### config.mk
export PLATFORM = sky130hd
export DESIGN_NAME = kes_ram
export DESIGN_NICKNAME = d
export VERILOG_FILES = /design/src/design/kes_ram.sv
export SDC_FILE = /design/constraint.sdc
export NUM_CORES = 1
export LEC_CHECK = 0
export BUFFER_PORTS_ARGS = -buffer_cell sky130_fd_sc_hd__buf_2
export CELL_PAD_IN_SITES_DETAIL_PLACEMENT = 1
export CELL_PAD_IN_SITES_GLOBAL_PLACEMENT = 2
export CORE_ASPECT_RATIO = 0.8
export CORE_MARGIN = 2
export CORE_UTILIZATION = 52
export DETAILED_ROUTE_END_ITERATION = 8
export PLACE_DENSITY = 0.89
export SLEW_MARGIN = 20
export SYNTH_ARGS = -nofsm -noshare
export SYNTH_HDL_FRONTEND = slang
export SYNTH_SLANG_ARGS = --single-unit
### constraint.sdc
create_clock -name clk -period 3 [get_ports clk]
set_input_delay 0.6 -clock clk [delete_from_list [all_inputs] [get_ports clk]]
set_output_delay 0.6 -clock clk [all_outputs]
set_load 0.03 [all_outputs]
### src/design/kes_ram.sv
`timescale 1ns / 1ps
// ----------------------------------------------------------------------------
// kes_ram
// Generic simple dual-port RAM, one write and one registered read per cycle.
// ----------------------------------------------------------------------------
module kes_ram #(
  parameter int WIDTH = 8,
  parameter int DEPTH = 16
) (
  input  logic                     clk,
  input  logic                     we,
  input  logic [$clog2(DEPTH)-1:0] waddr,
  input  logic [WIDTH-1:0]         wdata,
  input  logic [$clog2(DEPTH)-1:0] raddr,
  output logic [WIDTH-1:0]         rdata
);

  logic [WIDTH-1:0] mem [DEPTH];

  always_ff @(posedge clk) begin
    if (we) begin
      mem[waddr] <= wdata;
    end
    rdata <= mem[raddr];
  end

endmodule

After elaboration in Yosys (flattened, before gate mapping)
Memory sizes are Yosys's and may differ from the RTL's. A register that Yosys moved wholly into a read port is not among the register bits.
Cells that the tools add are included.
{"block": "totals", "mem_bits_rw": 128, "reg_bits": 0, "in_bits": 18, "out_inout_bits": 8, "mem_count": 1, "elab_cells": 3}
{"block": "classes", "mux": 2}
{"memory": "mem", "depth": 16, "word_bits": 8, "read_ports": 1, "rd_clocked_by_memory_dff": 1, "wr": 1, "line": "18", "rtl": "logic [WIDTH-1:0] mem [DEPTH];"}
{"cell": "$mux W1", "n": 2}

Depth between registers and ports, before layout
{"block": "logic_depth", "word_depth": 2, "ltp_mapped": 5, "depth_no_buf": 3}

Worst setup path after synthesis
Ideal clock, no wire load.
{"block": "synth_path", "path_kind": "input-to-reg", "from": "input waddr[2]", "to": "memory mem[0][0] (enable)", "path_stages": 2, "required_time_ps": 2617, "path_slack_ps": 907, "t_arrival_ps": 1710, "setup_ps": 383, "n_path_buf": 0, "cell_sequence": "or3b_2 -> nor3_1"}
{"element": "from (decl)", "line": "12", "rtl": "input logic [$clog2(DEPTH)-1:0] waddr,"}
{"element": "to (decl)", "line": "18"}
No word-level cell before the write port.

==> results.yml <==
worst_setup_path:
  critPathArrivalTime_ps: 2200
  crit_type: "in -> reg"
  cp.required_ps: 3290
  cp_max_fo: 17
  cp-start-kind: "input port"
  cp_slowest_stage_delay_ps: 560
  end_kind: "flop"
  cp_slowest_cell: "mux4_1"
  reg2reg_depth: 3
  path_cells: "buf_2 > buf_12 > mux4_1 > a22oi_1 > nand2_1"
power_and_ir_drop:
  p_leak_nw: 2.053
  p_seq_share_pct: 49.3
  p_switching_mw: 0.9064
  internal-power_mw: 3.426
  p_sw_share_pct: 20.92
  power_density_mw_per_mm2: 715.6
  combinationalPowerShare_pct: 5.0
  p_clk_share_pct: 45.7
  ir_drop_mv: 0.4819
synthesis:
  synthTopCellsByArea: "edfxtp_1, mux4_2, mux4_1"
  synth_cells: 229
  async_reset_ff_share_pct: 0
  synth_common_cells: "edfxtp_1, mux4_2, a22oi_1, mux4_1, nor2_1"
  synth_edf_count: 128
  ys_warn_count: 0
  synth_cell_types: 19
  syn-cell-area_mm2: 0.005147
  synth_seq_cells: 136
  synth_top_area_share_pct: 74.67
  syn_avg_cell_area_um2: 22.48
  synth_most_common_cell: "edfxtp_1"
  syn_nets: 247
  synth_flop_cell: "edfxtp_1"
  synth-seq-area-share_pct: 77.78
  synth_top_area_cell: "edfxtp_1"
cells_and_area:
  layout.nets: 297
  area_growth_pct: 17.62
  layout.cells.non_filler: 428
  n_antenna_cell: 0
  fillerInstances: 815
  multi_input_area_mm2: 0.001057
  utilization_pct: 62.75
  regArea_mm2: 0.004004
  drive_gt1_share_pct: 30.48
grt:
  gr-total-overflow: 0
  antenna_found_initial: 0
  track_usage_pct: 21.42
  grt_max_degree: 21
  grt_pass1_vias: 2616
  grt_pass1_wl_um: 15570
clock_tree:
  worst_skew_pair.late_latency_ps: 420
  cts_root_buf: "clkbuf_16"
  cts_buffers: 17
  cts_hold_buf: 0
  post_cts_buffers: 0
  cts_sinks: 136
  h-tree-depth: 4
  cts_tree: "done"
  post_cts_resized: 0
  path_clk_slew_ps: 60
  cts_buffer_depth: 2
place:
  place_ws_ps: 650.3
  io_buffers: 25
  dp_hpwl_um: 6633
  place_congestion: 0.7504
  dp_cells: 396
timing:
  report.final.slew_viol_count: 0
  layout_setup_ws_ps: 1091
  slew_headroom_pct: 35.65
  rsz0062_at_grt: "false"
  worst_pin_slew_ps: 961.7
  min_period_ps: 1909
  skew_ps: 7.751
  finalCritPeriodShare_pct: 63.63
  setup_tns_ps: 0
  clock.fmax_mhz: 523.9
  final-setup-viol-count: 0
  hold_violations: 0
routing:
  wl_per_cell_um: 24.22
  via_count: 2412
  drtIter0Drc: 143
  drtAntennaViolNets: 0
  first_pass_iters: 4
  viasPerCell: 5.636
  drc: 0
  drt-total-wl_um: 10370
die:
  row_count: 32
  core_area_mm2: 0.009649
  die-area_mm2: 0.01072
  die_w_um: 115.2
  ios: 26
  die_height_um: 92.99
  initial_core_util_pct: 53.35
run:
  cap_violations: 0
outcome:
  status: "finished clean"
hold_path:
  whs_path_depth: 1
  hp-class: "in -> reg"
power groups by stage:
stage                     sequential [mW]  combinational (mW)  clock [mW]
after detailed placement             2.18               0.218           0
after CTS                            2.14               0.220        2.00
final                                2.14               0.216        1.98
after floorplan                      2.20               0.108           0
after global placement               2.17               0.209           0
after global routing                 2.14               0.233        2.08
sequential cells by signal, summed over array words and instances (netlist names):
name / count
mem: 128
rdata: 8
layout make-up:
cell class / instances / area share, %
sequential: 136 / 66.13
multi-input combinational: 83 / 17.46
clock buffer: 20 / 7.212
timing repair buffer: 41 / 4.257
tap: 136 / 2.810
clock inverter: 12 / 2.129
metrics by stage:
stage               power, mW  hold slack (ps)  cell area [um2]
floorplan               2.306            629.3             5147
global placement        2.383            654.8             5489
detailed placement      2.395            666.9             5489
CTS                     4.362            554.4             6055
global route            4.453            575.0             6055
finish                  4.332            568.3             6055
worst max-delay path: cells and delay by family:
family | cells | cell delay, ps
compound gates | 1 | 240
buf+inv | 2 | 710
simple gates | 1 | 90
mux | 1 | 560
cells in the final DEF (no fill, tap or decap), types with 3 or more instances in the layout:
master      instances
clkinv_2            4
clkbuf_16          17
clkbuf_1            3
clkinv_4            3
nand2_1             9
clkinvlp_4          3
dfxtp_1             8
buf_4              15
mux4_2             18
buf_2              25
nor3_1              4
edfxtp_1          128
nor2_1             13
a22oi_1            16
mux4_1             14
path summary, 6_finish.rpt:
path / from / to / slack (ps)
worst max-delay path: raddr[0] / rdata[2] / 1090
worst min-delay path: wdata[0] / mem[4][0] / 570
worst max register to register: mem[1][5] / rdata[5] / 1600
worst min register to register: mem[14][0] / rdata[0] / 670
cells by family (layout without fill, tap and decap cells):
kind of cell | after synthesis | in the layout | share of synthesized area [%]
flops | 136 | 136 | 77.78
compound gates | 16 | 16 | 2.334
buf+inv | 10 | 73 | 1.677
mux | 32 | 32 | 15.02
simple gates | 35 | 35 | 3.184
per-layer routing:
metal	part of all wire (%)	global-route usage, %	up-vias
met5	0	0	-
met4	1.8	7.430	0
met3	5.0	6.999	17
met2	50	33.82	69
met1	43	28.38	1251
li1	-	-	1075
Power figures use the tool's default switching activity.
