`src/design/kes_pkg.sv`:
```
`timescale 1ns / 1ps
// ----------------------------------------------------------------------------
// kes_pkg
// Types and constants shared by the kruskal edge selector modules.
// ----------------------------------------------------------------------------
package kes_pkg;

  // operation codes
  localparam logic OP_CLEAR = 1'b0;
  localparam logic OP_EDGE  = 1'b1;

  // result status codes
  localparam logic [1:0] STATUS_ACCEPTED   = 2'd0;
  localparam logic [1:0] STATUS_REJECTED   = 2'd1;
  localparam logic [1:0] STATUS_RANGE      = 2'd2;
  localparam logic [1:0] STATUS_CLEAR_DONE = 2'd3;

  // configuration register map
  localparam int         CFG_ADDR_W     = 3;
  localparam logic       REG_NODE_COUNT = 1'b0;
  localparam logic [8:0] NODE_COUNT_RST = 9'd511;

  localparam int          RANK_W    = 4;
  localparam logic [3:0]  RANK_MAX  = 4'd15;
  localparam logic [8:0]  COUNT_MAX = 9'd511;
  localparam logic signed [47:0] TOTAL_MAX = 48'sh7FFF_FFFF_FFFF;
  localparam logic signed [47:0] TOTAL_MIN = 48'sh8000_0000_0000;

  typedef struct packed {
    logic              operation;
    logic [8:0]        endpoint_a;
    logic [8:0]        endpoint_b;
    logic signed [31:0] edge_weight;
  } edge_item_t;

  typedef struct packed {
    logic [1:0]         status;
    logic signed [47:0] total_weight;
    logic [8:0]         accepted_count;
  } result_item_t;

  typedef struct packed {
    logic clear;
    logic add;
  } totals_ctrl_t;

  typedef enum logic [2:0] {
    ST_SWEEP,
    ST_IDLE,
    ST_FIND,
    ST_COMPRESS,
    ST_START_B,
    ST_DECIDE,
    ST_BUMP,
    ST_REPORT
  } state_t;

endpackage

```
`src/design/kes_cfg.sv`:
```
`timescale 1ns / 1ps
// ----------------------------------------------------------------------------
// kes_cfg
// APB register slice holding the node_count register.
// ----------------------------------------------------------------------------
module kes_cfg (
  input  logic                           clk,
  input  logic                           rst,
  input  logic                           psel,
  input  logic                           penable,
  input  logic                           pwrite,
  input  logic [kes_pkg::CFG_ADDR_W-1:0] paddr,
  input  logic [31:0]                    pwdata,
  output logic [31:0]                    prdata,
  output logic                           pready,
  output logic [8:0]                     node_count
);
  import kes_pkg::*;

  logic wr_en;

  assign pready = 1'b1;
  assign wr_en  = psel && penable && pwrite && pready;

  always_ff @(posedge clk) begin
    if (rst) begin
      node_count <= NODE_COUNT_RST;
    end else if (wr_en) begin
      unique case (paddr[CFG_ADDR_W-1])
        REG_NODE_COUNT: node_count <= pwdata[8:0];
        default: ;
      endcase
    end
  end

  always_comb begin
    prdata = '0;
    unique case (paddr[CFG_ADDR_W-1])
      REG_NODE_COUNT: prdata = {23'd0, node_count};
      default: prdata = '0;
    endcase
  end

endmodule

```
`config.mk`:
```
export PLATFORM = sky130hd
export DESIGN_NAME = kes_cfg
export DESIGN_NICKNAME = d
export VERILOG_FILES = /design/src/design/kes_pkg.sv /design/src/design/kes_cfg.sv
export SDC_FILE = /design/constraint.sdc
export NUM_CORES = 1
export LEC_CHECK = 0
export BUFFER_PORTS_ARGS = -buffer_cell sky130_fd_sc_hd__buf_2
export CAP_MARGIN = 20
export CORE_ASPECT_RATIO = 1.1
export CORE_MARGIN = 1
export CORE_UTILIZATION = 31
export DETAILED_ROUTE_END_ITERATION = 8
export PLACE_DENSITY_LB_ADDON = 0.05
export SYNTH_ARGS = -nofsm -noshare
export SYNTH_HDL_FRONTEND = slang
export SYNTH_SLANG_ARGS = --single-unit
```
`constraint.sdc`:
```
create_clock -name clk -period 1 [get_ports clk]
set_clock_uncertainty 0.05 [all_clocks]
set_input_delay 0.1 -clock clk [delete_from_list [all_inputs] [get_ports clk]]
set_output_delay 0.1 -clock clk [all_outputs]
set_load 0.01 [all_outputs]
```
# Word-level counts from Yosys, hierarchy flattened
# Cells that the tools add are included.
# classes
order_cmp,0
div,0
mux,1
mul,0
add_sub_neg,0
n_reduce_logical,3
eq_ne,0
shifts,0
bitwise,1
# op_table
op,count
$mux 9,1
$logic_and 1x1->1,2
$reduce_and 2->1,1
$not 1->1,1
# word_totals
word_cells,6
romBits,0
ramBits,0
latch_bits,0
mem_count,0
register_bits,9
output_inout_bits,42

# Depth between registers and ports, before layout
# logic_depth
depth_word,3
mapped_depth,4

# Worst setup path after synthesis
# No wires, ideal clock.
# synth_path
kind,in2reg
start,input port rst
end,register node_count[2]
stages,4
setup_ns,0.072
path_slack_ns,0.183
required_ns,0.878
arrival_ns,0.696
cell_sequence,buf_2 -> clkbuf_1 -> nor2_1 -> mux2i_1
# synth_rtl
item,line,source
"start, declared",kes_cfg.sv:8,"input logic rst,"
"end signal, assigned",kes_cfg.sv:30,REG_NODE_COUNT: node_count <= pwdata[8:0];
"end, declared",kes_cfg.sv:16,output logic [8:0] node_count

# Worst setup path after layout
# layout_path
start,register node_count[7]
end,output port prdata[7]
# layout_between
elab_chain_len,1
# layout_lines
item,line,source
$mux 9,kes_cfg.sv:38,unique case (paddr[CFG_ADDR_W-1])
"end, declared",kes_cfg.sv:14,"output logic [31:0] prdata,"
# Every way passes these cells.

==> flow_summary.toml <==
[detailed_routing]
drt_iter0_markers = 4
wl_per_cell_um = 9.39
drtPass1Iterations = 4
wirelength_um = 1330
vias = 519
ant_nets = 0
drc = 0
viasPerCell = 3.65

[layout]
top_register = "node_count"
largest_reg_flops = 9
nFillCells = 192
seq_area_um2 = 191
final_nets = 156
final_util_pct = 50.6
top_regs = "node_count: 9 flops"
mostFrequentLayoutCells = "conb_1 (24), nor2_1 (18), buf_6 (17)"
final_common_cell = "conb_1"
area.growth.synth_to_final_pct = 46.9
n_antenna_cell = 0
multi_input_area_um2 = 337
final_layout_size_suffix_gt1_share_pct = 53.9

[placed_design]
pre_cts_ws_ns = 0.0135
hpwl_um = 884
io_buffers = 32
place_congestion = 0.640

[power]
ir_drop_mv = 0.535
total_power_uw = 886
leakage_uw = 0.000446
p_per_area_mw_per_mm2 = 951

[setup_path]
r2r_slack_ns = 0.22
cp.arrival_ns = 0.89
critPathCaptureType = "output pin"
crit_chain = "and2b_2 -> buf_6"
cp_max_fo = 2
reg2reg_to = "node_count[3]"
crit_path_max_incr_delay_ns = 0.33
r2r_start = "node_count[3]"
r2r_cells = 3
critPathSlowestCell = "dfxtp_2"
cp-start-kind = "flop"
path_class = "flop to output pin"
critPathRequiredTime_ns = 0.85

[timing]
slew_violations = 0
fin_tns_setup_ns = -0.264
setup_ws_ns = -0.0428
final-hold-violation-count = 0
fmax_ghz = 0.959
setup_viol = 9
fin_crit_ns = 1.04
holdWs_ns = 0.0457
rsz0062_at_grt = "yes"
fin_crit_sh_pct = 104

[run]
cap_violations = 0

[min_path]
min_from = "pwdata[5]"
min_path_cells = 3
hp-class = "input port to flop"
min_to = "node_count[5]"

[global_route]
grt_pass1_vias = 502
grtUsageTotal_pct = 12.7
grt-ovfl-total = 0
grt_pass1_wl_um = 2080
grt_max_degree = 19
grt_antenna_before_repair = 0

[clocking]
root_buffer = "clkbuf_4"
htree_num_levels = 1
cts_tree = "yes"
clock_latency_ns = 0.26
clock_sinks = 9
path_clk_slew_ns = 0.07
cts_buffer_depth = 2
cts-buffers-inserted = 3

[synthesis]
netlist_area_um2 = 634
synth.distinct_cells = 10
yosys_register_bits = 9
syn_area_per_cell_um2 = 8.46
synthCells = 75
yosysSeqAreaShare_pct = 28.4
yosys_warnings = 0

[die]
core_mm2 = 0.00184
ios = 82
initial_core_util_pct = 34.4
die_y_um = 49.4
die_area_mm2 = 0.00223
die_w_um = 45.1
rows = 16

[status]
violations = "setup timing"
outcome = "complete, but fails checks"
[power breakdown]
group	switching, uW	internal (uW)	leakage [uW]	total (uW)
combinational	115	116	0.000363	231
clock	128	154	0.0000150	282
sequential	4.71	368	0.0000689	373
total	248	638	0.000446	886
[cell usage after synthesis, drive strengths merged]
cell,instances,share of area (%)
buf,26,31
nor2,18,11
and2b,9,12
dfxtp,9,28
mux2i,9,14
conb,2,1.2
and4b,1,1.6
clkbuf,1,0.59
[repair_timing]
action | CTS | global route
endpoints found under the setup margin | 9 | 16
hold buffers | 0 | 0
buffers inserted | 7 | 0
resized for setup | 18 | 8
[critical path: cells and delay by family (launching register included)]
family | cells | cell delay [ns]
flip-flops | 1 | 0.33
AND/OR/NAND/NOR | 1 | 0.19
buffers and inverters | 1 | 0.11
[worst max path at each step]
stage	from	to	slack [ns]	cells after the start
3_5_place_dp	paddr[2]	node_count[8]	0.01	4
5_1_grt	node_count[8]	prdata[8]	-0.08	2
3_3_place_gp	paddr[2]	node_count[5]	0.05	4
6_report	node_count[7]	prdata[7]	-0.04	2
2_1_floorplan	rst	node_count[2]	0.18	4
4_1_cts	node_count[0]	prdata[0]	-0.04	2
[routing by layer]
| metal | share of wire, % | wire [um] | GRT usage, % | vias to the layer above |
|---|---|---|---|---|
| li1 | - | - | - | 265 |
| met1 | 41 | 544 | 15.4 | 222 |
| met2 | 51 | 680 | 20.0 | 32 |
| met3 | 8.1 | 108 | 5.56 | 0 |
| met4 | 0 | 0 | 3.03 | 0 |
| met5 | 0 | 0 | 0 | - |
[through the flow]
stage | instance area (um^2) | instances
final | 932 | 142
after global routing | 932 | 142
after CTS | 885 | 142
after detailed placement | 738 | 131
after global placement | 738 | 131
after floorplan | 717 | 97
[cell families (layout without fill, tap and decap cells)]
family,after synthesis,in the layout,share of synthesized area [%]
flip-flops,9,9,28.4
other,2,24,1.18
buffers and inverters,27,45,31.6
multiplexers,9,9,14.2
AND/OR/NAND/NOR,28,28,24.7
[area by class of cell]
| cell class | instances | area share [%] |
|---|---|---|
| multi-input cells | 61 | 36.1 |
| well taps | 27 | 3.62 |
| repair buffers | 41 | 36.9 |
| flip-flops and latches | 9 | 20.5 |
| clock buffers | 4 | 2.82 |
No activity file was read; power rests on OpenSTA's default activity.
