### config.mk
export PLATFORM = sky130hd
export DESIGN_NAME = kes_totals
export DESIGN_NICKNAME = d
export VERILOG_FILES = /design/src/design/kes_pkg.sv /design/src/design/kes_totals.sv
export SDC_FILE = /design/constraint.sdc
export NUM_CORES = 1
export LEC_CHECK = 0
export BUFFER_PORTS_ARGS = -buffer_cell sky130_fd_sc_hd__buf_4
export CAP_MARGIN = 5
export CORE_MARGIN = 2
export CORE_UTILIZATION = 50
export DETAILED_ROUTE_END_ITERATION = 12
export PLACE_DENSITY = 0.84
export SLEW_MARGIN = 20
export SYNTH_ARGS = -nofsm -noshare
export SYNTH_HDL_FRONTEND = slang
export SYNTH_SLANG_ARGS = --single-unit
export TNS_END_PERCENT = 50
### constraint.sdc
create_clock -name clk -period 3 [get_ports clk]
set_input_delay 0.3 -clock clk [delete_from_list [all_inputs] [get_ports clk]]
set_output_delay 0.3 -clock clk [all_outputs]
set_load 0.005 [all_outputs]
### src/design/kes_pkg.sv
`timescale 1ns / 1ps
// ----------------------------------------------------------------------------
// kes_pkg
// Types and constants shared by the kruskal edge selector modules.
// ----------------------------------------------------------------------------
package kes_pkg;

  // operation codes
  localparam logic OP_CLEAR = 1'b0;
  localparam logic OP_EDGE  = 1'b1;

  // result status codes
  localparam logic [1:0] STATUS_ACCEPTED   = 2'd0;
  localparam logic [1:0] STATUS_REJECTED   = 2'd1;
  localparam logic [1:0] STATUS_RANGE      = 2'd2;
  localparam logic [1:0] STATUS_CLEAR_DONE = 2'd3;

  // configuration register map
  localparam int         CFG_ADDR_W     = 3;
  localparam logic       REG_NODE_COUNT = 1'b0;
  localparam logic [8:0] NODE_COUNT_RST = 9'd511;

  localparam int          RANK_W    = 4;
  localparam logic [3:0]  RANK_MAX  = 4'd15;
  localparam logic [8:0]  COUNT_MAX = 9'd511;
  localparam logic signed [47:0] TOTAL_MAX = 48'sh7FFF_FFFF_FFFF;
  localparam logic signed [47:0] TOTAL_MIN = 48'sh8000_0000_0000;

  typedef struct packed {
    logic              operation;
    logic [8:0]        endpoint_a;
    logic [8:0]        endpoint_b;
    logic signed [31:0] edge_weight;
  } edge_item_t;

  typedef struct packed {
    logic [1:0]         status;
    logic signed [47:0] total_weight;
    logic [8:0]         accepted_count;
  } result_item_t;

  typedef struct packed {
    logic clear;
    logic add;
  } totals_ctrl_t;

  typedef enum logic [2:0] {
    ST_SWEEP,
    ST_IDLE,
    ST_FIND,
    ST_COMPRESS,
    ST_START_B,
    ST_DECIDE,
    ST_BUMP,
    ST_REPORT
  } state_t;

endpackage

### src/design/kes_totals.sv
`timescale 1ns / 1ps
// ----------------------------------------------------------------------------
// kes_totals
// Saturating weight accumulator and accepted-edge counter.
// ----------------------------------------------------------------------------
module kes_totals (
  input  logic                  clk,
  input  logic                  rst,
  input  kes_pkg::totals_ctrl_t ctrl,
  input  logic signed [31:0]    weight,
  output logic signed [47:0]    total_weight,
  output logic [8:0]            accepted_count
);
  import kes_pkg::*;

  logic signed [48:0] sum;
  logic signed [47:0] sum_sat;

  assign sum = {total_weight[47], total_weight} + {{17{weight[31]}}, weight};

  always_comb begin
    sum_sat = sum[47:0];
    // top two bits disagree on overflow
    if (!sum[48] && sum[47]) begin
      sum_sat = TOTAL_MAX;
    end else if (sum[48] && !sum[47]) begin
      sum_sat = TOTAL_MIN;
    end
  end

  always_ff @(posedge clk) begin
    if (rst || ctrl.clear) begin
      total_weight   <= '0;
      accepted_count <= '0;
    end else if (ctrl.add) begin
      total_weight <= sum_sat;
      if (accepted_count != COUNT_MAX) begin
        accepted_count <= accepted_count + 9'd1;
      end
    end
  end

endmodule

== Word-level counts from Yosys, hierarchy flattened ==
Cells that the tools add are included.
Storage, ports and cells
  flip-flop bits (word level): 57
  bits of input ports: 36
  logic and storage cells: 13
Operators by class
  add/subtract/negate cells: 2
  equal/unequal tests: 1
  muxes and demuxes: 2
  reduce and logical (&&, ||, !) cells: 6
Operators with widths (count)
  $mux 48: 2
  $add 48x32->49: 1
  $add 9x1->9 const B: 1
  $ne 9x9->1 const B: 1
  $logic_and 1x1->1: 2
  $logic_not 1->1: 2
  $reduce_and 2->1: 1
  $logic_or 1x1->1: 1

== Depth between registers and ports, before layout ==
Gate-level depths: netlist of the first run.
  word-level depth: 5
  gate-level depth with buffers: 14
  mapped depth without buffers: 13

== Least setup slack after synthesis of the first run ==
OpenSTA, ideal clock, no wires.
  path type: flip-flop to flip-flop
  from: register total_weight[0]
  to: register total_weight[42]
  library setup time: 86 ps
  data arrival time: 3048 ps
  slack: -134 ps
  stages on the path, launching flop included: 14
  path buffers: 1
  period minus slack after synthesis: 3134 ps
  path through: dfxtp_1 ha_1 inv_1 fa_1 nand2b_1 a21oi_2 o221ai_2 a2111oi_2 o21ai_1 a21oi_1 o22ai_2 buf_2 maj3_1 a211oi_1
On the way
  word-level cells in the longest chain between the ends: 5
  elaborated cells between the ends (all ways): 7
  classes of those cells: add/sub: 1; mux: 2; reduce/logical: 4
Ends and longest elaborated chain
  start, declared: RTL line kes_totals.sv:11  | output logic signed [47:0] total_weight,
  start signal, assigned: RTL line kes_totals.sv:36  | total_weight <= sum_sat;
  $add 48x32->49 (*): RTL line kes_totals.sv:19  | assign sum = {total_weight[47], total_weight} + {{17{weight[31]}}, weight};
  $logic_not 1->1: RTL line kes_totals.sv:26  | end else if (sum[48] && !sum[47]) begin
  $logic_and 1x1->1: RTL line kes_totals.sv:26
  $mux 48: RTL line kes_totals.sv:26
  $mux 48 (*): RTL line kes_totals.sv:24  | if (!sum[48] && sum[47]) begin
Mark *: on every way between the ends. The rest lies on a longest branch, timed or not.
A chain may end at the register's enable or synchronous reset.

== Worst setup path after layout of the first run ==
  from: register total_weight[0]
  to: register total_weight[41]
The elaborated chain is that of the path after synthesis.

==> impl_metrics.toml, run 1 <==
[min_path]
hold_path_class = "input pin to register"
worstHoldPathCells = 2
hold_start = "ctrl[0]"
worst_hold_path.endpoint = "total_weight[5]$_SDFFE_PP0P_"

[yosys]
synthCells = 695
avgSynthCellArea_sq_um = 7.73
synthesis.nets = 782
ys_warn_count = 0
synth_cell_types = 63
async_reset_ff_share_pct = 0
yosysTopAreaCell = "dfxtp_1"
netlist_area_sq_mm = 0.00537
synth_top_area_share_pct = 21.2
ys_seq_area_share_pct = 21.2
yosys-top-cells-area = "dfxtp_1, ha_1, a21oi_1"
synthFlopType = "dfxtp_1"
yosys_register_bits = 57
synth-edff-count = 0

[route]
drt_iter0_markers = 369
avgRoutedWirePerCell_um = 17.8
totalWireLength_mm = 18.4
firstDrtPassIters = 5
routed_via_density = 6.15
drcViolationCount = 0
dr_total_vias = 6358
ant_nets = 0

[run]
cap_violations = 0

[global_routing]
grt_max_degree = 49
grt_pass1_wl_mm = 28.3
antenna_found_initial = 0
grtUsageTotal_pct = 30.2
grt.overflow.total = 0
grt_pass1_vias = 6000

[power_and_ir_drop]
intPower_w = 0.00182
p_sw_share_pct = 37.8
pwr-share-seq_pct = 28.4
pwr-share-clk_pct = 21.9
switching_power_w = 0.00111
irDropWorstVdd_mv = 0.249
static-leakage-power_nw = 3.52
p_per_area_mw_per_mm2 = 370
finalPower_w = 0.00293
share_comb_of_total_power_pct = 49.7

[cells_and_area]
diodes = 0
layout_commonest_cell = "buf_4"
drive_gt1_share_pct = 43.1
fin_area_sq_mm = 0.00792
final_cell_mix = "buf_4, o21ai_0, a21oi_1, dfxtp_1, nand2_1"
num-nets-final = 983
syn2layout_area_growth_pct = 47.4
fill_cells = 705

[place]
place.port_buffers = 92
place_congestion = 0.979
placed_area_sq_mm = 0.00717
place_hpwl_mm = 12.7

[critical_path]
rr_worst_depth = 12
crit_buf_inv = 1
r2r-end = "total_weight[41]$_SDFFE_PP0P_"
critPathMaxStageDelay_ps = 420
critPathKind = "register to register"
ff2ff_setup_slack_ps = -80
end_kind = "register"
path_cells = "ha_4, buf_4, a211oi_2, o21a_1, a21oi_4, o31ai_4, a31oi_4, a221o_2, nand3_2, or3b_4, maj3_2, a21oi_2"
worstPathMaxFanout = 3
arrival_ps = 3370
r2r-start = "total_weight[0]$_SDFFE_PP0P_"
worstSetupPathDepth = 12
slowest_stage = "a221o_2"
crit_required_ps = 3290
cpLargestDelayFamily = "compound AO/OA/AOI/OAI gates"
start_kind = "register"

[sta]
max_freq_mhz = 325
slew_violations = 0
fin_crit_sh_pct = 103
slew_headroom_pct = 46.1
timing.hold.ws_ps = 440
fin_ws_ps = -80.0
hold_viol = 0
worstMarginPinSlew_ps = 800
clock_skew_ps = 11.6
setup_viol = 9
finalCriticalPeriod_ps = 3080
rsz0062_at_grt = "yes"

[die]
start_util_pct = 51.8
ioPinCount = 93
die_w_um = 108
core_sq_mm = 0.0104
die_area_sq_mm = 0.0116
die_h_um = 108
placementRows = 37

[clocking]
clkTransAtPathRegs_ps = 70
tritoncts = "built"
cts_sinks = 57
clk_path_buf_depth = 2
cts_max_level = 3
clkLatencyLatePin_ps = 360
cts_buffers = 9
root_buffer = "clkbuf_8"

[status]
violations = "negative setup slack"
status = "complete, but fails checks"
-- synth_stat cells (all sizes together), types with 10 or more instances --
master / instances
nand4: 10
clkbuf: 28
inv: 12
nand3: 14
a21oi: 97
ha: 50
nor2: 50
o21ai: 72
dfxtp: 57
xor2: 24
and3: 10
a31oi: 11
buf: 14
nand2: 55
a211oi: 11
xnor2: 22
a21o: 26
maj3: 44
-- how the worst max path moves through the flow --
stage	startpoint	end	slack [ps]
after global placement	weight[21]	total_weight[45]$_SDFFE_PP0P_	-300
after global routing	total_weight[0]$_SDFFE_PP0P_	total_weight[38]$_SDFFE_PP0P_	-150
after detailed placement	weight[0]	total_weight[43]$_SDFFE_PP0P_	-340
after floorplan	total_weight[0]$_SDFFE_PP0P_	total_weight[42]$_SDFFE_PP0P_	6
final	total_weight[0]$_SDFFE_PP0P_	total_weight[41]$_SDFFE_PP0P_	-80
after CTS	total_weight[0]$_SDFFE_PP0P_	total_weight[38]$_SDFFE_PP0P_	-120
-- routing by layer --
layer	track usage, %	vias up	part of all wire (%)
li1	-	2964	-
met1	36.6	3043	41
met2	52.7	283	49
met3	4.66	68	6.0
met4	13.4	0	3.8
met5	0	-	0
-- flip-flops by register name, indices dropped and copies added (netlist names) --
signal,flops
total_weight,48
accepted_count,9
-- metrics by stage --
step | setup TNS, ps | util (%) | cells | setup slack, ps
5_1_grt | -3020 | 76.4 | 1034 | -148
3_3_place_gp | -11880 | 69.1 | 1016 | -295
6_report | -278 | 76.4 | 1034 | -80.0
3_5_place_dp | -12600 | 69.1 | 1016 | -335
4_1_cts | -2080 | 74.2 | 1031 | -124
2_1_floorplan | 0 | - | 695 | 5.90
-- logic make-up after synthesis --
logic type,after synthesis,share of synthesized area (%)
adders and majority gates,95,20.3
and+or+nand+nor,176,15.6
AOI/OAI and AO/OA,263,30.5
xor gates and xnor gates,46,7.50
muxes,4,0.745
DFF,57,21.2
buffers and inverters,54,4.10
-- worst register-to-register path, cell delays in order (launching register included) --
cell and delay [ps]:
dfxtp_2 340, ha_4 160, buf_4 130, a211oi_2 250, o21a_1 240, a21oi_4 110
o31ai_4 360, a31oi_4 140, a221o_2 420, nand3_2 70, or3b_4 370, maj3_2 310
a21oi_2 120
-- power by group through the flow --
stage          logic [W]  registers (W)  clock network (W)
2_1_floorplan   0.000733       0.000844                  0
3_3_place_gp     0.00119       0.000841                  0
3_5_place_dp     0.00123       0.000843                  0
4_1_cts          0.00137       0.000829           0.000644
5_1_grt          0.00156       0.000836           0.000670
6_report         0.00146       0.000833           0.000643
-- what timing repair did --
action,4_1_cts,5_1_grt
buffers inserted,2,4
resized for setup,108,38
setup endpoints to repair,48,48
endpoints found under the hold margin,0,0
gates cloned,1,0
pin swaps,50,28
hold buffers,0,0
-- layout make-up --
type | count | area, sq um | share of cell area (%)
timing repair buffer | 232 | 1800 | 22.8
clock buffer | 12 | 145 | 1.83
sequential | 57 | 1150 | 14.5
tap | 136 | 170 | 2.15
inverter | 12 | 45.0 | 0.569
multi-input combinational | 584 | 4610 | 58.2
clock inverter | 1 | 5.00 | 0.0632
No activity file was read; power rests on OpenSTA's default activity.
==> run 2, diff against run 1 <==
- ABC_AREA: unset -> 1
==> run 2 against run 1 <==
Against the previous run:
- the flow now finishes without violations
- sequential power is 0.5% lower
- largest power group is now clock
- cell count increased by 14%
- register-to-register slack better by 330 ps
- via count is 1.2% higher
- critical path depth grew 4
- routed wire length is 4.9% lower
- worst setup slack improved by 330 ps
- final area shrank 14%
- critical endpoint is now total_weight[34]$_SDFFE_PP0P_
- first-iteration DRC count increased by 70%
==> impl_metrics.toml, run 2 <==
[die]
die_h_um = 111
placementRows = 38
ioPinCount = 93
die_w_um = 111
die_area_sq_mm = 0.0123
core_sq_mm = 0.0110
start_util_pct = 51.8

[clocking]
cts_buffers = 9
root_buffer = "clkbuf_16"
clkTransAtPathRegs_ps = 60
clk_path_buf_depth = 2
cts_max_level = 3
cts_sinks = 57
clkLatencyLatePin_ps = 340
tritoncts = "built"
post_cts_buffers = 0
holdBufCountCts = 0
ctsResizeCount = 0

[min_path]
hold_start = "ctrl[0]"
worst_hold_path.endpoint = "total_weight[0]$_SDFFE_PP0P_"
worstHoldPathCells = 4
hold_path_class = "input pin to register"

[critical_path]
r2r-start = "total_weight[0]$_SDFFE_PP0P_"
critPathKind = "register to register"
critPathMaxStageDelay_ps = 390
crit_required_ps = 3270
cpLargestDelayFamily = "simple AND/OR/NAND/NOR gates"
end_kind = "register"
cp_common_cell = "nand2_1"
arrival_ps = 3020
ff2ff_setup_slack_ps = 250
worstPathMaxFanout = 4
path_cells = "ha_1, inv_1, fa_1, inv_1, nand2_1, nand2_1, nand2_1, o21bai_1, nand2_1, nand2_1, nand3_1, nand2_1, nand2_1, nand3b_1, nand3_1, a21oi_2"
rr_worst_depth = 16
crit_buf_inv = 2
slowest_stage = "fa_1"
r2r-end = "total_weight[34]$_SDFFE_PP0P_"
start_kind = "register"

[route]
dr_total_vias = 6433
routed_via_density = 5.44
drt_iter0_markers = 626
totalWireLength_mm = 17.5
ant_nets = 0
firstDrtPassIters = 6
avgRoutedWirePerCell_um = 14.8
drcViolationCount = 0

[cells_and_area]
top_regs = "total_weight (48), accepted_count (9)"
syn2layout_area_growth_pct = 19.9
stdcell_count = 1182
diodes = 0
top_register = "total_weight"
fill_cells = 1097
fin_area_sq_mm = 0.00683
final_cell_mix = "nand2_1, inv_1, nor2_1, a21oi_1, buf_4"
layout_commonest_cell = "nand2_1"
num-nets-final = 1124
largest_register_ffs = 48
drive_gt1_share_pct = 12.8

[place]
place_ws_ps = 202
placed_area_sq_mm = 0.00647
place.port_buffers = 92
placedCellCount = 1165
place_congestion = 1.03
place_hpwl_mm = 13.5

[sta]
final.setup.tns_ps = 0
slew_violations = 0
setup_viol = 0
worstMarginPinSlew_ps = 520
hold_viol = 0
rsz0062_at_grt = "no"
fin_crit_sh_pct = 91.7
slew_headroom_pct = 65.0
finalCriticalPeriod_ps = 2750
fin_ws_ps = 249
clock_skew_ps = 4.10
max_freq_mhz = 363

[yosys]
yosysTopAreaCell = "dfxtp_1"
synth-edff-count = 0
synthesis.nets = 1033
synth_cell_types = 34
yosys_register_bits = 57
synth.most_common_cell = "nand2_1"
ys_seq_area_share_pct = 20.1
avgSynthCellArea_sq_um = 6.02
yosys-top-cells-area = "dfxtp_1, nand2_1, ha_1"
synth_top_area_share_pct = 20.1
netlist_area_sq_mm = 0.00569
ys_warn_count = 0
synthFlopType = "dfxtp_1"
synthCells = 946
async_reset_ff_share_pct = 0
synth_common_cells = "nand2_1, inv_1, nor2_1"

[global_routing]
antenna_found_initial = 0
grt.overflow.total = 0
grtUsageTotal_pct = 27.9
grt_pass1_vias = 5861
grt_max_degree = 54
grt_pass1_wl_mm = 28.3

[power_and_ir_drop]
p_per_area_mw_per_mm2 = 417
static-leakage-power_nw = 3.56
irDropWorstVdd_mv = 0.373

[status]
status = "completed"

[run]
cap_violations = 0
## run 2: report_power, final
group | internal [W] | switching, W
registers | 0.000797 | 0.0000318
clock network | 0.000726 | 0.000397
logic | 0.000334 | 0.000563
## run 2: final cells by class
type	instances	area, sq um	area share (%)
inverter	120	450	6.60
sequential	57	1140	16.7
multi-input combinational	752	4010	58.8
tap	140	175	2.57
clock buffer	9	225	3.30
clock inverter	7	95.1	1.39
timing repair buffer	97	728	10.7
## run 2: cells by family (layout without fill, tap and decap cells)
kind of cell	after synthesis	in the layout	share of synthesized area, %
fa+ha+maj	51	51	11.3
flops	57	57	20.1
buf+inv	138	233	10.2
compound gates	199	199	19.7
simple gates	472	473	34.3
xor+xnor	29	29	4.46
## run 2: worst max path at each step
stage                                       from                            end  slack (ps)  cells after the start
detailed placement                     weight[0]  total_weight[25]$_SDFFE_PP0P_         200                     17
floorplan           total_weight[0]$_SDFFE_PP0P_  total_weight[36]$_SDFFE_PP0P_         680                     16
global route        total_weight[0]$_SDFFE_PP0P_  total_weight[31]$_SDFFE_PP0P_           8                     16
CTS                 total_weight[0]$_SDFFE_PP0P_  total_weight[25]$_SDFFE_PP0P_         180                     16
global placement                       weight[0]  total_weight[35]$_SDFFE_PP0P_         300                     18
finish              total_weight[0]$_SDFFE_PP0P_  total_weight[34]$_SDFFE_PP0P_         250                     16
## run 2: worst register-to-register path, stage by stage (launching register included)
cell      delay (ps)
dfxtp_1          360
ha_1             170
inv_1             60
fa_1             390
inv_1             70
nand2_1           60
nand2_1           70
nand2_1           90
o21bai_1         340
nand2_1          100
nand2_1          220
nand3_1          120
nand2_1          150
nand2_1          140
nand3b_1         120
nand3_1          100
a21oi_2          130
## run 2: metal layers
| metal | vias to the layer above | global-route usage, % | part of all wire (%) |
|---|---|---|---|
| met5 | - | 0 | 0 |
| met4 | 0 | 9.33 | 2.7 |
| met3 | 38 | 4.26 | 6.7 |
| met2 | 247 | 46.6 | 46 |
| met1 | 2868 | 36.9 | 44 |
| li1 | 3280 | - | - |
## run 2: per-stage QoR
step	utilization, %	total power [W]	hold WS (ps)
floorplan	-	0.00146	478
global placement	58.9	0.00169	488
detailed placement	58.9	0.00170	493
CTS	61.8	0.00282	352
global route	62.1	0.00301	378
finish	62.1	0.00285	349
==> run 3, diff against run 2 <==
- BUFFER_PORTS_ARGS: -buffer_cell sky130_fd_sc_hd__buf_4 -> -buffer_cell sky130_fd_sc_hd__buf_2
==> run 3 against run 2 <==
Against the previous run:
- critical path type unchanged
- highest routed layer unchanged
- first-iteration DRC count is 27% lower
- via count is 0.47% lower
- register-to-register slack better by 90 ps
- count of clock-buffer cells in the layout stayed put
- cell count hardly changed
- clock skew is 8.2 ps higher
- power is 1.6% lower
- critical endpoint is now total_weight[39]$_SDFFE_PP0P_
==> impl_metrics.toml, run 3 (synthesis gave the netlist of run 2 again) <==
[status]
status = "completed"

[global_routing]
grt_pass1_wl_mm = 27.2
grtUsageTotal_pct = 26.8
grt.overflow.total = 0
grt_pass1_vias = 5769
grt_max_degree = 54
antenna_found_initial = 0

[sta]
final.setup.tns_ps = 0
fin_crit_sh_pct = 88.8
setup_viol = 0
finalCriticalPeriod_ps = 2660
hold_viol = 0
worstMarginPinSlew_ps = 557
clock_skew_ps = 12.3
slew_violations = 0
fin_ws_ps = 336
max_freq_mhz = 375
rsz0062_at_grt = "no"
slew_headroom_pct = 62.5

[route]
totalWireLength_mm = 16.8
drcViolationCount = 0
routed_via_density = 5.42
ant_nets = 0
dr_total_vias = 6403
firstDrtPassIters = 5
avgRoutedWirePerCell_um = 14.2
drt_iter0_markers = 456

[place]
placed_area_sq_mm = 0.00625
place_hpwl_mm = 13.1
place_ws_ps = 103
place.port_buffers = 92
place_congestion = 1.03

[critical_path]
slowest_stage = "fa_1"
end_kind = "register"
critPathKind = "register to register"
arrival_ps = 2890
critPathMaxStageDelay_ps = 380
path_cells = "ha_1, inv_1, fa_1, inv_1, nand2_1, nand2_1, nand3_1, nand2_1, nand2_1, nand2_1, nand2_1, nand3_1, nand2_1, nand2_1, nand2_8, nand3_1, a21oi_1"
cp_common_cell = "nand2_1"
start_kind = "register"
worstPathMaxFanout = 45
crit_required_ps = 3230

[cells_and_area]
num-nets-final = 1123
layout_commonest_cell = "nand2_1"
largest_register_ffs = 48
final_util_pct = 59.9
multiInputGateArea_sq_mm = 0.00398
drive_gt1_share_pct = 12.6
diodes = 0
fill_cells = 1148
fin_area_sq_mm = 0.00658
top_regs = "total_weight (48), accepted_count (9)"
top_register = "total_weight"
syn2layout_area_growth_pct = 15.6
final_cell_mix = "nand2_1, inv_1, nor2_1, a21oi_1, buf_2"
seqCellArea_sq_mm = 0.00114

[clocking]
clk_path_buf_depth = 2
root_buffer = "clkbuf_16"
cts_buffers = 9
cts_sinks = 57
tritoncts = "built"
clkTransAtPathRegs_ps = 60
cts_max_level = 3
clkLatencyLatePin_ps = 340
holdBufCountCts = 0

[die]
core_sq_mm = 0.0110
die_w_um = 111
die_area_sq_mm = 0.0123
ioPinCount = 93
die_h_um = 111
placementRows = 38
start_util_pct = 51.8

[power_and_ir_drop]
p_per_area_mw_per_mm2 = 426
irDropWorstVdd_mv = 0.316
finalPower_w = 0.00281
static-leakage-power_nw = 3.53

[run]
cap_violations = 0

[min_path]
hold_path_class = "input pin to register"
-- run 3: layout make-up --
cell class | count | share of cell area, %
Timing Repair Buffer | 97 | 7.76
Inverter | 120 | 6.85
Clock buffer | 9 | 3.42
Tap cell | 140 | 2.66
Sequential cell | 57 | 17.3
Multi-Input combinational cell | 751 | 60.5
Clock inverter | 7 | 1.45
-- run 3: report_power, final --
group,switching [W],internal (W)
registers,0.0000293,0.000797
clock network,0.000396,0.000726
logic,0.000555,0.000302
-- run 3: worst max-delay path, delay by kind of cell (launching register included) --
family / cells / cell delay [ps]
AO/OA/AOI/OAI: 1 / 70
adder cells (fa/ha/maj): 2 / 560
buffers and inverters: 2 / 110
flip-flops: 1 / 360
AND/OR/NAND/NOR: 12 / 1450
-- run 3: path summary, 6_finish.rpt --
path	startpoint	to	slack, ps	depth (start not counted)
worst max-delay path	total_weight[0]$_SDFFE_PP0P_	total_weight[39]$_SDFFE_PP0P_	340	17
worst min-delay path	ctrl[0]	total_weight[2]$_SDFFE_PP0P_	380	4
worst max register to register	total_weight[0]$_SDFFE_PP0P_	total_weight[39]$_SDFFE_PP0P_	340	17
worst min register to register	total_weight[0]$_SDFFE_PP0P_	total_weight[0]$_SDFFE_PP0P_	510	2
-- run 3: metal layers --
metal,routed length [um],global-route usage [%],share of wire [%],up-vias
met5,0,0,0,-
met4,338,7.17,2.0,0
li1,-,-,-,3282
met3,1140,5.41,6.8,38
met1,7820,34.9,47,2854
met2,7480,45.0,45,229
-- run 3: timing repair --
item,CTS,global route
hold endpoints to repair,0,0
setup endpoints to repair,0,8
resized for setup,0,1
setup buffers,0,0
-- run 3: metrics by stage --
| step | hold WS [ps] | instances |
|---|---|---|
| after floorplan | 478 | 946 |
| after global placement | 483 | 1165 |
| after detailed placement | 483 | 1165 |
| after CTS | 384 | 1181 |
| after global routing | 407 | 1181 |
| final | 380 | 1181 |
